<file path="src/design/bru_pkg.sv">
// Shared types, constants and helpers for the beacon route update block.
package bru_pkg;

  localparam int SEEN_DEPTH = 16;
  localparam int SEEN_AW    = (SEEN_DEPTH > 1) ? $clog2(SEEN_DEPTH) : 1;

  localparam int IN_TDATA_W  = 88;
  localparam int IN_TUSER_W  = 8;
  localparam int OUT_TDATA_W = 104;
  localparam int OUT_TUSER_W = 3;
  localparam int CFG_IDX_W   = 2;
  localparam int CFG_DATA_W  = 8;

  // Input tdata field positions.
  localparam int IN_MODE_LO   = 0;
  localparam int IN_SEND_BIT  = 2;
  localparam int IN_CLEAN_BIT = 3;
  localparam int IN_HOPS_LO   = 4;
  localparam int IN_STAMP_LO  = 12;
  localparam int IN_ID_LO     = 44;
  localparam int IN_COST_LO   = 60;
  localparam int IN_SNDR_LO   = 68;

  // Configuration register indexes.
  typedef enum logic [CFG_IDX_W-1:0] {
    CFG_BEACON_TYPE = 2'd0,
    CFG_HOP_MARGIN  = 2'd1,
    CFG_LINK_COST   = 2'd2
  } cfg_idx_t;

  // Node radio modes.
  typedef enum logic [1:0] {
    MODE_SLEEP  = 2'd0,
    MODE_LISTEN = 2'd1,
    MODE_COMM   = 2'd2,
    MODE_TX     = 2'd3
  } node_mode_t;

  // Result status codes.
  typedef enum logic [2:0] {
    ST_NOT_LISTENING = 3'd0,
    ST_INTERFERENCE  = 3'd1,
    ST_WRONG_TYPE    = 3'd2,
    ST_JOINED        = 3'd3,
    ST_NEW_BEACON    = 3'd4,
    ST_DUPLICATE     = 3'd5,
    ST_OUT_OF_RANGE  = 3'd6
  } rx_status_t;

  // Controller states.
  typedef enum logic {
    FSM_IDLE = 1'b0,
    FSM_CALC = 1'b1
  } fsm_state_t;

  // Commands from the controller to the datapath.
  typedef struct packed {
    logic load;    // capture an input beat and look up its packet id
    logic commit;  // update route state and write the result register
  } ctrl_cmd_t;

  // Status from the datapath to the controller.
  typedef struct packed {
    logic out_free;  // result register can take a new result this cycle
  } dp_stat_t;

  function automatic logic [7:0] sat_add8(input logic [7:0] a, input logic [7:0] b);
    logic [8:0] s;
    s = {1'b0, a} + {1'b0, b};
    return s[8] ? 8'hFF : s[7:0];
  endfunction

endpackage

</file>
<file path="src/design/bru_ctrl.sv">
// Controller state machine for the beacon route update block.
module bru_ctrl
  import bru_pkg::*;
(
  input  logic      clk,
  input  logic      rst_n,
  input  logic      in_tvalid,
  output logic      in_tready,
  input  dp_stat_t  stat,
  output ctrl_cmd_t cmd
);

  fsm_state_t state_r, state_nxt;

  always_ff @(posedge clk) begin
    if (!rst_n) begin
      state_r <= FSM_IDLE;
    end else begin
      state_r <= state_nxt;
    end
  end

  always_comb begin
    state_nxt = state_r;
    case (state_r)
      FSM_IDLE: begin
        if (in_tvalid) state_nxt = FSM_CALC;
      end
      FSM_CALC: begin
        if (stat.out_free) state_nxt = FSM_IDLE;
      end
      default: state_nxt = FSM_IDLE;
    endcase
  end

  always_comb begin
    in_tready  = 1'b0;
    cmd.load   = 1'b0;
    cmd.commit = 1'b0;
    case (state_r)
      FSM_IDLE: begin
        in_tready = 1'b1;
        cmd.load  = in_tvalid;
      end
      FSM_CALC: begin
        cmd.commit = stat.out_free;
      end
      default: begin
        in_tready = 1'b0;
      end
    endcase
  end

endmodule

</file>
<file path="src/design/bru_dp.sv">
// Datapath for the beacon route update block: route state, id ring, result register.
module bru_dp
  import bru_pkg::*;
(
  input  logic                   clk,
  input  logic                   rst_n,
  input  ctrl_cmd_t              cmd,
  output dp_stat_t               stat,
  input  logic [IN_TDATA_W-1:0]  in_tdata,
  input  logic [IN_TUSER_W-1:0]  in_tuser,
  input  logic                   cfg_valid,
  input  logic [CFG_IDX_W-1:0]   cfg_index,
  input  logic [CFG_DATA_W-1:0]  cfg_data,
  output logic                   out_tvalid,
  input  logic                   out_tready,
  output logic [OUT_TDATA_W-1:0] out_tdata,
  output logic [OUT_TUSER_W-1:0] out_tuser
);

  // Configuration.
  logic [7:0] beacon_type_r, hop_margin_r, link_cost_r;

  // Captured beat.
  logic [1:0]  mode_r;
  logic        sending_r, clean_r;
  logic [7:0]  mtype_r, mhops_r, mcost_r;
  logic [31:0] mstamp_r;
  logic [15:0] mid_r, msender_r;
  logic [SEEN_DEPTH-1:0] hit_r;

  // Route state.
  logic        joined_r, joined_nxt;
  logic [7:0]  own_hops_r, own_hops_nxt, own_cost_r, own_cost_nxt;
  logic [15:0] parent_r, parent_nxt;
  logic [31:0] stamp_r, stamp_nxt;

  // Recently seen packet ids.
  logic [15:0]           seen_ids_r [SEEN_DEPTH];
  logic [SEEN_DEPTH-1:0] seen_valid_r;
  logic [SEEN_AW-1:0]    seen_ptr_r;
  logic                  push;

  // Result register.
  logic                   out_valid_r;
  logic [OUT_TDATA_W-1:0] out_tdata_r, out_tdata_nxt;
  logic [OUT_TUSER_W-1:0] out_tuser_r;
  rx_status_t             status;

  logic [15:0] in_id;
  logic        can_rx, good, same, reload, switch_hop, window, hit;
  logic [7:0]  sat_hops, sat_cost;
  logic        changed, rebcast, clr;
  logic [15:0] old_hop;

  assign in_id = in_tdata[IN_ID_LO +: 16];

  always_ff @(posedge clk) begin
    if (!rst_n) begin
      beacon_type_r <= 8'd0;
      hop_margin_r  <= 8'd4;
      link_cost_r   <= 8'd5;
    end else if (cfg_valid) begin
      case (cfg_idx_t'(cfg_index))
        CFG_BEACON_TYPE: beacon_type_r <= cfg_data;
        CFG_HOP_MARGIN:  hop_margin_r  <= cfg_data;
        CFG_LINK_COST:   link_cost_r   <= cfg_data;
        default: ;
      endcase
    end
  end

  // Capture the beat and compare its id against every ring entry in parallel.
  always_ff @(posedge clk) begin
    if (cmd.load) begin
      mode_r    <= in_tdata[IN_MODE_LO +: 2];
      sending_r <= in_tdata[IN_SEND_BIT];
      clean_r   <= in_tdata[IN_CLEAN_BIT];
      mhops_r   <= in_tdata[IN_HOPS_LO +: 8];
      mstamp_r  <= in_tdata[IN_STAMP_LO +: 32];
      mid_r     <= in_id;
      mcost_r   <= in_tdata[IN_COST_LO +: 8];
      msender_r <= in_tdata[IN_SNDR_LO +: 16];
      mtype_r   <= in_tuser;
      for (int i = 0; i < SEEN_DEPTH; i++) begin
        hit_r[i] <= seen_valid_r[i] && (seen_ids_r[i] == in_id);
      end
    end
  end

  always_comb begin
    can_rx = (node_mode_t'(mode_r) == MODE_LISTEN) ||
             ((node_mode_t'(mode_r) == MODE_COMM) && !sending_r);
    good     = can_rx && clean_r && (mtype_r == beacon_type_r);
    sat_hops = sat_add8(mhops_r, 8'd1);
    sat_cost = sat_add8(mcost_r, link_cost_r);
    same     = (parent_r == msender_r);
    reload   = same ? (own_cost_r < mcost_r) : (own_cost_r > mcost_r);
    switch_hop = !same && (own_cost_r > mcost_r);
    hit      = |hit_r;

    joined_nxt   = joined_r;
    own_hops_nxt = own_hops_r;
    own_cost_nxt = own_cost_r;
    parent_nxt   = parent_r;
    stamp_nxt    = stamp_r;
    changed = 1'b0;
    rebcast = 1'b0;
    clr     = 1'b0;
    old_hop = 16'd0;
    push    = 1'b0;
    window  = 1'b0;

    if (!can_rx) begin
      status = ST_NOT_LISTENING;
    end else if (!clean_r) begin
      status = ST_INTERFERENCE;
    end else if (mtype_r != beacon_type_r) begin
      status = ST_WRONG_TYPE;
    end else if (!joined_r) begin
      joined_nxt   = 1'b1;
      own_hops_nxt = sat_hops;
      own_cost_nxt = sat_cost;
      parent_nxt   = msender_r;
      stamp_nxt    = mstamp_r;
      push    = 1'b1;
      rebcast = 1'b1;
      changed = 1'b1;
      status  = ST_JOINED;
    end else begin
      if (reload) begin
        own_hops_nxt = sat_hops;
        own_cost_nxt = sat_cost;
      end
      if (switch_hop) begin
        old_hop    = parent_r;
        parent_nxt = msender_r;
        changed    = 1'b1;
      end
      // Window test uses the hop count after any reload, without wrap.
      window = ({1'b0, own_hops_nxt} + {1'b0, hop_margin_r}) > {1'b0, mhops_r};
      if (window) begin
        stamp_nxt = mstamp_r;
        if (hit) begin
          status = ST_DUPLICATE;
        end else begin
          push    = 1'b1;
          rebcast = 1'b1;
          clr     = 1'b1;
          status  = ST_NEW_BEACON;
        end
      end else begin
        status = ST_OUT_OF_RANGE;
      end
    end

    out_tdata_nxt = {5'd0, clr, rebcast, stamp_nxt, own_cost_nxt, own_hops_nxt,
                     parent_nxt, old_hop, changed, msender_r};
  end

  always_ff @(posedge clk) begin
    if (!rst_n) begin
      joined_r     <= 1'b0;
      own_hops_r   <= 8'd0;
      own_cost_r   <= 8'd0;
      parent_r     <= 16'd0;
      stamp_r      <= 32'd0;
      seen_valid_r <= '0;
      seen_ptr_r   <= '0;
    end else if (cmd.commit && good) begin
      joined_r   <= joined_nxt;
      own_hops_r <= own_hops_nxt;
      own_cost_r <= own_cost_nxt;
      parent_r   <= parent_nxt;
      stamp_r    <= stamp_nxt;
      if (push) begin
        seen_valid_r[seen_ptr_r] <= 1'b1;
        if (seen_ptr_r == SEEN_AW'(SEEN_DEPTH - 1)) begin
          seen_ptr_r <= '0;
        end else begin
          seen_ptr_r <= seen_ptr_r + 1'b1;
        end
      end
    end
  end

  always_ff @(posedge clk) begin
    if (cmd.commit && push) begin
      seen_ids_r[seen_ptr_r] <= mid_r;
    end
  end

  always_ff @(posedge clk) begin
    if (!rst_n) begin
      out_valid_r <= 1'b0;
    end else if (cmd.commit) begin
      out_valid_r <= 1'b1;
    end else if (out_tready) begin
      out_valid_r <= 1'b0;
    end
  end

  always_ff @(posedge clk) begin
    if (cmd.commit) begin
      out_tdata_r <= out_tdata_nxt;
      out_tuser_r <= status;
    end
  end

  assign stat.out_free = !out_valid_r || out_tready;
  assign out_tvalid    = out_valid_r;
  assign out_tdata     = out_tdata_r;
  assign out_tuser     = out_tuser_r;

endmodule

</file>
<file path="src/design/beacon_route_update_core.sv">
// Top level of the beacon route update block.
//
// The block takes one received flooding beacon per input beat and returns one
// result beat per input beat, in order. An input beat moves on in_tvalid and
// in_tready; in_tdata holds the radio state and beacon contents and in_tuser
// the message type byte. The result beat moves on out_tvalid and out_tready;
// out_tuser holds the status code and out_tdata the route state after the beat.
// Configuration writes use cfg_valid, cfg_index and cfg_data and are always
// taken; index 0 is the beacon type, 1 the hop margin, 2 the link cost, and
// other indexes are ignored.
// Each beat is first captured and its packet id compared against the sixteen
// entries of the seen-id ring in parallel; then, once the result register is
// free, the route and the ring are updated and out_tvalid rises. No new input
// beat is accepted until that update is done.
// The result sits in an output register, so a new input beat is accepted while
// an earlier result waits. If the receiver stalls and the register is still
// full, the block holds the pending beat in its compute state and accepts no
// input until the register frees. Synchronous reset clears the route state,
// the ring valid bits and write pointer and the output valid, and sets the
// configuration to type 0, margin 4, link cost 5; no clearing pass is needed.
module beacon_route_update_core
  import bru_pkg::*;
(
  input  logic                   clk,
  input  logic                   rst_n,
  input  logic                   in_tvalid,
  output logic                   in_tready,
  // [1:0] node_mode, [2] sending_in_window, [3] interference_free,
  // [11:4] msg_hop_count, [43:12] msg_time_stamp, [59:44] msg_packet_id,
  // [67:60] msg_path_cost, [83:68] msg_sender, [87:84] zero
  input  logic [IN_TDATA_W-1:0]  in_tdata,
  // [7:0] msg_type
  input  logic [IN_TUSER_W-1:0]  in_tuser,
  input  logic                   cfg_valid,
  output logic                   cfg_ready,
  input  logic [CFG_IDX_W-1:0]   cfg_index,
  input  logic [CFG_DATA_W-1:0]  cfg_data,
  output logic                   out_tvalid,
  input  logic                   out_tready,
  // [15:0] report_sender, [16] route_changed, [32:17] old_next_hop,
  // [48:33] next_hop, [56:49] route_hops, [64:57] route_cost,
  // [96:65] sync_time, [97] rebroadcast, [98] clear_slots, [103:99] zero
  output logic [OUT_TDATA_W-1:0] out_tdata,
  // [2:0] status
  output logic [OUT_TUSER_W-1:0] out_tuser
);

  ctrl_cmd_t cmd;
  dp_stat_t  stat;

  // Configuration registers are plain flops, so writes never wait.
  assign cfg_ready = 1'b1;

  bru_ctrl u_ctrl (
    .clk       (clk),
    .rst_n     (rst_n),
    .in_tvalid (in_tvalid),
    .in_tready (in_tready),
    .stat      (stat),
    .cmd       (cmd)
  );

  bru_dp u_dp (
    .clk        (clk),
    .rst_n      (rst_n),
    .cmd        (cmd),
    .stat       (stat),
    .in_tdata   (in_tdata),
    .in_tuser   (in_tuser),
    .cfg_valid  (cfg_valid),
    .cfg_index  (cfg_index),
    .cfg_data   (cfg_data),
    .out_tvalid (out_tvalid),
    .out_tready (out_tready),
    .out_tdata  (out_tdata),
    .out_tuser  (out_tuser)
  );

endmodule

</file>
<file path="config.mk">
export PLATFORM = sky130hd
export DESIGN_NAME = beacon_route_update_core
export DESIGN_NICKNAME = d
export VERILOG_FILES = /design/src/design/bru_pkg.sv /design/src/design/bru_ctrl.sv /design/src/design/bru_dp.sv /design/src/design/beacon_route_update_core.sv
export SDC_FILE = /design/constraint.sdc
export NUM_CORES = 1
export LEC_CHECK = 0
export BUFFER_PORTS_ARGS = -buffer_cell sky130_fd_sc_hd__buf_2
export CAP_MARGIN = 15
export CELL_PAD_IN_SITES_DETAIL_PLACEMENT = 1
export CELL_PAD_IN_SITES_GLOBAL_PLACEMENT = 2
export CORE_ASPECT_RATIO = 1.75
export CORE_UTILIZATION = 40
export CTS_BUF_LIST = sky130_fd_sc_hd__clkbuf_4
export DETAILED_ROUTE_END_ITERATION = 10
export GPL_TIMING_DRIVEN = 0
export PLACE_DENSITY = 0.74
export SLEW_MARGIN = 20
export SYNTH_ARGS = -nofsm -noshare
export SYNTH_HDL_FRONTEND = slang
export SYNTH_SLANG_ARGS = --single-unit
export TNS_END_PERCENT = 5
</file>
<file path="constraint.sdc">
create_clock -name clk -period 17.6 [get_ports clk]
set_input_delay 3.52 -clock clk [delete_from_list [all_inputs] [get_ports clk]]
set_output_delay 3.52 -clock clk [all_outputs]
set_load 0.02 [all_outputs]
</file>
Word-level counts from Yosys, hierarchy flattened
Memories as Yosys holds them, arrays and structs flattened. Index checks and enable logic that the tools add are counted.

Flip-flop bits (word level): 321. Bits in writable memories: 256. Input port bits: 111. Output and inout bits: 110. Logic and storage cells: 163. Memories kept: 1.

Memory list: u_dp.seen_ids_r (words 16, width 16, read ports 16, clocked after Yosys merged registers in 0, wr ports 1, RTL line bru_dp.sv:38) `logic [15:0] seen_ids_r [SEEN_DEPTH];`.

Add/subtract/negate cells: 4. $lt $le $gt $ge: 5. Equality and inequality tests: 24. Muxes and demuxes: 53. Bitwise logic cells: 7. Reductions and logical operators: 40.

Operators by type and width (number): equality test 16 bit (17); 2-to-1 mux 32 bit (5); 2-to-1 mux 8 bit (16); 2-to-1 mux 16 bit (5); logical AND 1 bit (23); 2-to-1 mux 1 bit (21); adder 8 x 8 -> 9 bit (2); bitwise OR 16 bit (1); OR reduction 16 bit (1); AND reduction 2 bit (5); adder 8 x 1 -> 9 bit, second input constant (1); > comparator 9 x 8 -> 1 bit (1); equality test 8 bit (1); > comparator 8 bit (1); less-than comparator 8 bit (1); inequality test 8 bit (1); 2-to-1 mux 2 bit (3); NOT 1 bit (6); less-than comparator 4 x 5 -> 1 bit, second input constant (1); OR reduction 5 bit (1); adder 4 x 1 -> 4 bit, second input constant (1); demux 1 bit (select 4 bit) (1); equality test 2 x 1 -> 1 bit, second input constant (2); equality test 2 bit, second input constant (2); other kinds (11) (14).

Depth between registers and ports, before layout
Depth in word-level cells: 17. Depth in mapped cells: 23. Mapped depth without buffers: 22.

By module
A second synthesis with hierarchy kept.

Cell total of the unflattened synthesis: 1645. Area total of the unflattened synthesis: 23655.2 um^2.

By module, submodules not included: bru_dp (times used 1, cells each 1637, area each 23593.9 um^2, seq. area each 16195.5 um^2); bru_ctrl (times used 1, cells each 6, area each 50.0 um^2, seq. area each 20.0 um^2); beacon_route_update_core (times used 1, cells each 2, area each 11.3 um^2, seq. area each 0.0 um^2).

Worst setup path before layout
No wires, ideal clock.

Path kind: in2reg. Start: input port out_tready. End: memory u_dp.seen_ids_r[3][0] (enable). Library setup time: 0.409 ns. Data arrival time: 9.447 ns. Data required time: 17.191 ns. Setup slack: 7.744 ns. Stages on the path: 7. Path buffers: 1. Path through: nand2b_1 > and2_0 > nand4_4 > a31oi_2 > buf_4 > nand2_1 > nor3_1.

RTL lines: start: declaration (RTL line beacon_route_update_core.sv:39) `input logic out_tready,`; end: declaration (RTL line bru_dp.sv:38).

Worst setup path in the final report
Start: register u_dp.mcost_r[1]. End: memory u_dp.seen_ids_r[1][8] (enable).

Word-level cells in the longest chain between the ends: 17. Elaborated cells between the ends (all ways): 18. Those cells by class: add/sub: 1; order compare: 3; mux: 13; reduce/logical: 1.

Ends and longest elaborated chain: start: declaration (RTL line bru_dp.sv:26) `logic [7:0] mtype_r, mhops_r, mcost_r;`; start signal: assignment (RTL line bru_dp.sv:81) `mcost_r <= in_tdata[IN_COST_LO +: 8];`; > comparator 8 bit / less-than comparator 8 bit (equally long branches) (RTL line bru_dp.sv:97) `reload = same ? (own_cost_r < mcost_r) : (own_cost_r > mcost_r);`; 2-to-1 mux 1 bit (*) (RTL line bru_dp.sv:97); 2-to-1 mux 8 bit (*) (RTL line bru_dp.sv:130) `if (reload) begin`; 2-to-1 mux 8 bit (*) (RTL line bru_dp.sv:119) `end else if (!joined_r) begin`; 2-to-1 mux 8 bit (*) (RTL line bru_dp.sv:117) `end else if (mtype_r != beacon_type_r) begin`; 2-to-1 mux 8 bit (*) (RTL line bru_dp.sv:115) `end else if (!clean_r) begin`; 2-to-1 mux 8 bit (*) (RTL line bru_dp.sv:113) `if (!can_rx) begin`; adder 8 x 8 -> 9 bit (*) (RTL line bru_dp.sv:140) `window = ({1'b0, own_hops_nxt} + {1'b0, hop_margin_r}) > {1'b0, mhops_r};`; > comparator 9 x 8 -> 1 bit (*) (RTL line bru_dp.sv:140); 2-to-1 mux 1 bit (*); 2-to-1 mux 1 bit (*) (RTL line bru_dp.sv:119); 2-to-1 mux 1 bit (*) (3 in series); logical AND 1 bit (*) (RTL line bru_dp.sv:187) `if (cmd.commit && push) begin`; 2-to-1 mux 1 bit (*) (RTL line bru_dp.sv:187); 2-to-1 mux 1 bit (not written as such) (*) (RTL line bru_dp.sv:188) `seen_ids_r[seen_ptr_r] <= mid_r;`.

Mark *: on every way between the ends. The rest lies on a longest branch, timed or not. The select of a mux whose other input is x is not followed.

==> impl_metrics.py <==
metrics = {
    "critical_path": {
        "timing.critical_path.mode_cell": "ha_1",
        "required_ns": 18.21,
        "crit_family": "compound AO/OA/AOI/OAI gates",
        "worst_setup_ep_type": "flip-flop",
        "worst_path_largest_cell_delay_ns": 0.59,
        "ff2ff_path_depth": 23,
        "startpoint_type": "flip-flop",
        "critical_path.max_fanout": 10,
        "critical_path.n_buffers_inverters": 3,
        "worstSetupPathDepth": 23,
        "worst_r2r_startpoint": "u_dp.mcost_r[1]$_DFFE_PP_",
        "timing.reg2reg.setup_slack_ns": 11.00,
        "critical-path-slowest-cell": "nor3_2",
        "worst-setup-path-type": "reg -> reg",
        "critPathArrivalTime_ns": 7.21,
        "worstPathCellList": "inv_1 > ha_1 > and4b_1 > a211oi_1 > o221ai_2 > o21ai_2 > mux2_2 > ha_1 > a21o_1 > a21o_1 > a21oi_1 > nor2b_1 > o41ai_1 > xnor2_1 > ha_1 > nand2_1 > o21ai_0 > o2111ai_1 > a31oi_2 > buf_4 > nand2_1 > nor3_2 > buf_4",
        "r2r_end": "u_dp.seen_ids_r[1][8]$_DFFE_PP_",
    },
    "finish": {
        "post-route-cell-area_um2": 28400,
        "final_layout_size_suffix_gt1_frac": 0.276,
        "final_nets": 2151,
        "area_growth_pct": 17.8,
    },
    "detailed_routing": {
        "drt_first_iter_violations": 709,
        "routed_wire_length_per_instance_um": 23.8,
        "met2WireLength_mm": 38.5,
        "top_layer": "met4",
        "drt_drc_violations_left": 0,
        "route.antenna.remaining_nets": 0,
        "totalWireLength_mm": 68.9,
        "dr.pass1.iters": 4,
        "drt-met1-wl_mm": 23.5,
        "vias_per_cell": 5.12,
        "route.vias.total": 14900,
        "met3_wirelength_mm": 3.07,
    },
    "cts": {
        "buffer_count_from_post_cts_setup_fixing": 0,
        "clock_tree_from_tritoncts": "yes",
        "cts_htree_levels": 4,
        "cts-hold-fix-buffers": 0,
        "cts_resizes": 0,
        "cts_made_buffers": 139,
        "clk_transition_reported_paths_ns": 0.07,
        "cts_buffer_depth": 3,
        "number_of_clock_sinks": 577,
        "clk_root_buffer_cell": "clkbuf_4",
        "clock_latency_ns": 0.93,
    },
    "timing": {
        "max_clock_freq_mhz": 151,
        "setup_viol": 0,
        "fin_tns_setup_ns": 0,
        "fin_hold_ws_ns": 0.475,
        "maxSlewHeadroom": 0.204,
        "setup_repair_after_global_routing_missed_its_margin": "no",
        "final_hold_viol_count": 0,
        "finalCritPeriodShare": 0.375,
        "worst_pin_slew_ns": 1.19,
        "final_max_slew_viol_count": 0,
        "clock-skew-final_ns": 0.0496,
        "finalWorstPathRequiredPeriod_ns": 6.60,
    },
    "placed_design": {
        "buffer_ports.inserted": 210,
        "gpl.final_weighted_congestion": 0.822,
        "dpl-instance-area_um2": 26500,
        "dpl.hpwl_mm": 49.0,
    },
    "die": {
        "fp-row-count": 118,
        "fp.coreArea_um2": 59400,
        "die_height_um": 327,
        "die-width_um": 188,
        "effective_utilization_at_floorplan": 0.407,
        "ios": 221,
        "dieArea_um2": 61400,
    },
    "synth": {
        "post-synth-top-count-cell": "edfxtp_1",
        "synth_area_per_cell_um2": 14.8,
        "cell_accounting_for_the_most_synthesized_area": "edfxtp_1",
        "biggest_area_contributors_in_the_synthesized_netlist": "edfxtp_1 (58%), dfxtp_1 (9.2%), xnor2_1 (7.3%)",
        "postSynth.topFlopCell": "edfxtp_1",
        "synthCells": 1630,
        "yosys_warnings": 0,
        "synthTopCellsByCount": "edfxtp_1 (466), xnor2_1 (200), dfxtp_1 (111)",
        "synth.lib_cells_used.distinct": 72,
        "synth_async_sr_flop_share": 0,
        "synth_edf_count": 466,
        "register_bit_count_reported_by_yosys": 577,
        "post_synth_instance_area_um2": 24100,
        "top_cell_type_s_share_of_synthesized_area": 0.580,
        "synth-seq-area-share": 0.672,
    },
    "grt": {
        "grt_pass1_wl_mm": 101,
        "antenna_found_initial": 4,
        "grt_pass1_vias": 16500,
        "global_route.usage.total": 0.229,
        "gr-total-overflow": 0,
        "pin_count_of_the_biggest_net_entering_global_routing": 57,
    },
    "pwr": {
        "static-leakage-power_nw": 10.4,
        "cellPowerDensity_nw_per_um2": 102,
        "max-vdd-ir-drop_mv": 0.0572,
    },
    "outcome": {
        "outcome": "completed",
    },
    "min_path": {
        "hold_path_startpoint": "u_dp.own_hops_r[1]$_SDFFE_PN0P_",
        "hold_critical_path_endpoint": "u_dp.own_hops_r[1]$_SDFFE_PN0P_",
        "hold_path.class": "reg -> reg",
        "hold_depth": 2,
    },
    "job": {
        "max-cap-violations": 0,
    },
}
## registers in the layout, summed over array words and instances (netlist names), 16 cells and up
signal	cells
u_dp.seen_valid_r	16
u_dp.out_tdata	99
u_dp.hit_r	16
u_dp.parent_r	16
u_dp.msender_r	16
u_dp.seen_ids_r	256
u_dp.stamp_r	32
u_dp.mid_r	16
u_dp.mstamp_r	32
## report_power, final
part	leakage, nW	switching (mW)	total (mW)	internal [mW]
clock network	1.12	0.547	1.18	0.632
logic	4.06	0.111	0.171	0.0602
registers	5.24	0.0348	1.54	1.51
total	10.4	0.693	2.89	2.20
## metrics by stage
| step | setup WS, ns | power [mW] | std cells | util |
|---|---|---|---|---|
| floorplan | 7.74 | 1.66 | 1634 | - |
| global placement | 4.72 | 1.74 | 2624 | 0.441 |
| detailed placement | 10.83 | 1.75 | 2638 | 0.446 |
| CTS | 10.90 | 2.93 | 2895 | 0.479 |
| global route | 10.44 | 3.00 | 2897 | 0.479 |
| finish | 11.00 | 2.89 | 2899 | 0.479 |
## kinds of logic after synthesis
kind of cell | Yosys count | share of synthesized area
AOI/OAI and AO/OA | 112 | 0.0352
xor gates and xnor gates | 292 | 0.106
adders and majority gates | 41 | 0.0219
buffers and inverters | 114 | 0.0224
DFF | 577 | 0.672
muxes | 147 | 0.0677
other | 2 | 0.000311
and+or+nand+nor | 345 | 0.0747
## area by class of cell
class	count	area (µm²)
Antenna cell	4	10.0
Buffer	78	415
Clock buffer	208	1560
Clock inverter	49	358
Fill cell	6100	30900
Inverter	36	135
Multi-Input combinational cell	943	7450
Sequential cell	577	16200
Tap cell	780	976
Timing Repair Buffer	224	1300
## layout by cell type, fill, tap and decap left out, drive strengths merged, types with 20 or more instances in the layout
| master | netlist | final |
|---|---|---|
| edfxtp | 466 | 466 |
| buf | 31 | 255 |
| clkbuf | 47 | 255 |
| xnor2 | 200 | 200 |
| dfxtp | 111 | 111 |
| nor2 | 96 | 96 |
| xor2 | 92 | 92 |
| nand2 | 79 | 79 |
| mux2i | 75 | 75 |
| mux2 | 72 | 72 |
| nand4 | 54 | 54 |
| nor4 | 43 | 43 |
| ha | 39 | 39 |
| inv | 36 | 39 |
| clkinv | 0 | 38 |
| a211oi | 23 | 23 |
| a21oi | 22 | 22 |
| and3 | 21 | 21 |
| a31oi | 20 | 20 |
## tightest hold or removal path, cell delays in order (launching register included)
cell      delay [ns]
dfxtp_1         0.32
inv_1           0.05
a211oi_1        0.05
## how the worst max path moves through the flow
stage / startpoint / endpoint
6_report: u_dp.mcost_r[1]$_DFFE_PP_ / u_dp.seen_ids_r[1][8]$_DFFE_PP_
5_1_grt: u_dp.mcost_r[1]$_DFFE_PP_ / u_dp.seen_ids_r[1][10]$_DFFE_PP_
4_1_cts: u_dp.mcost_r[1]$_DFFE_PP_ / u_dp.seen_ids_r[1][10]$_DFFE_PP_
3_5_place_dp: out_tready / u_dp.seen_ids_r[1][13]$_DFFE_PP_
3_3_place_gp: in_tvalid / u_dp.mid_r[13]$_DFFE_PP_
2_1_floorplan: out_tready / u_dp.seen_ids_r[3][0]$_DFFE_PP_
## metal layers
| metal | global-route usage | vias up |
|---|---|---|
| li1 | - | 6797 |
| met1 | 0.219 | 7383 |
| met2 | 0.442 | 489 |
| met3 | 0.0424 | 183 |
| met4 | 0.144 | 0 |
| met5 | 0 | - |
Power figures use the tool's default switching activity.
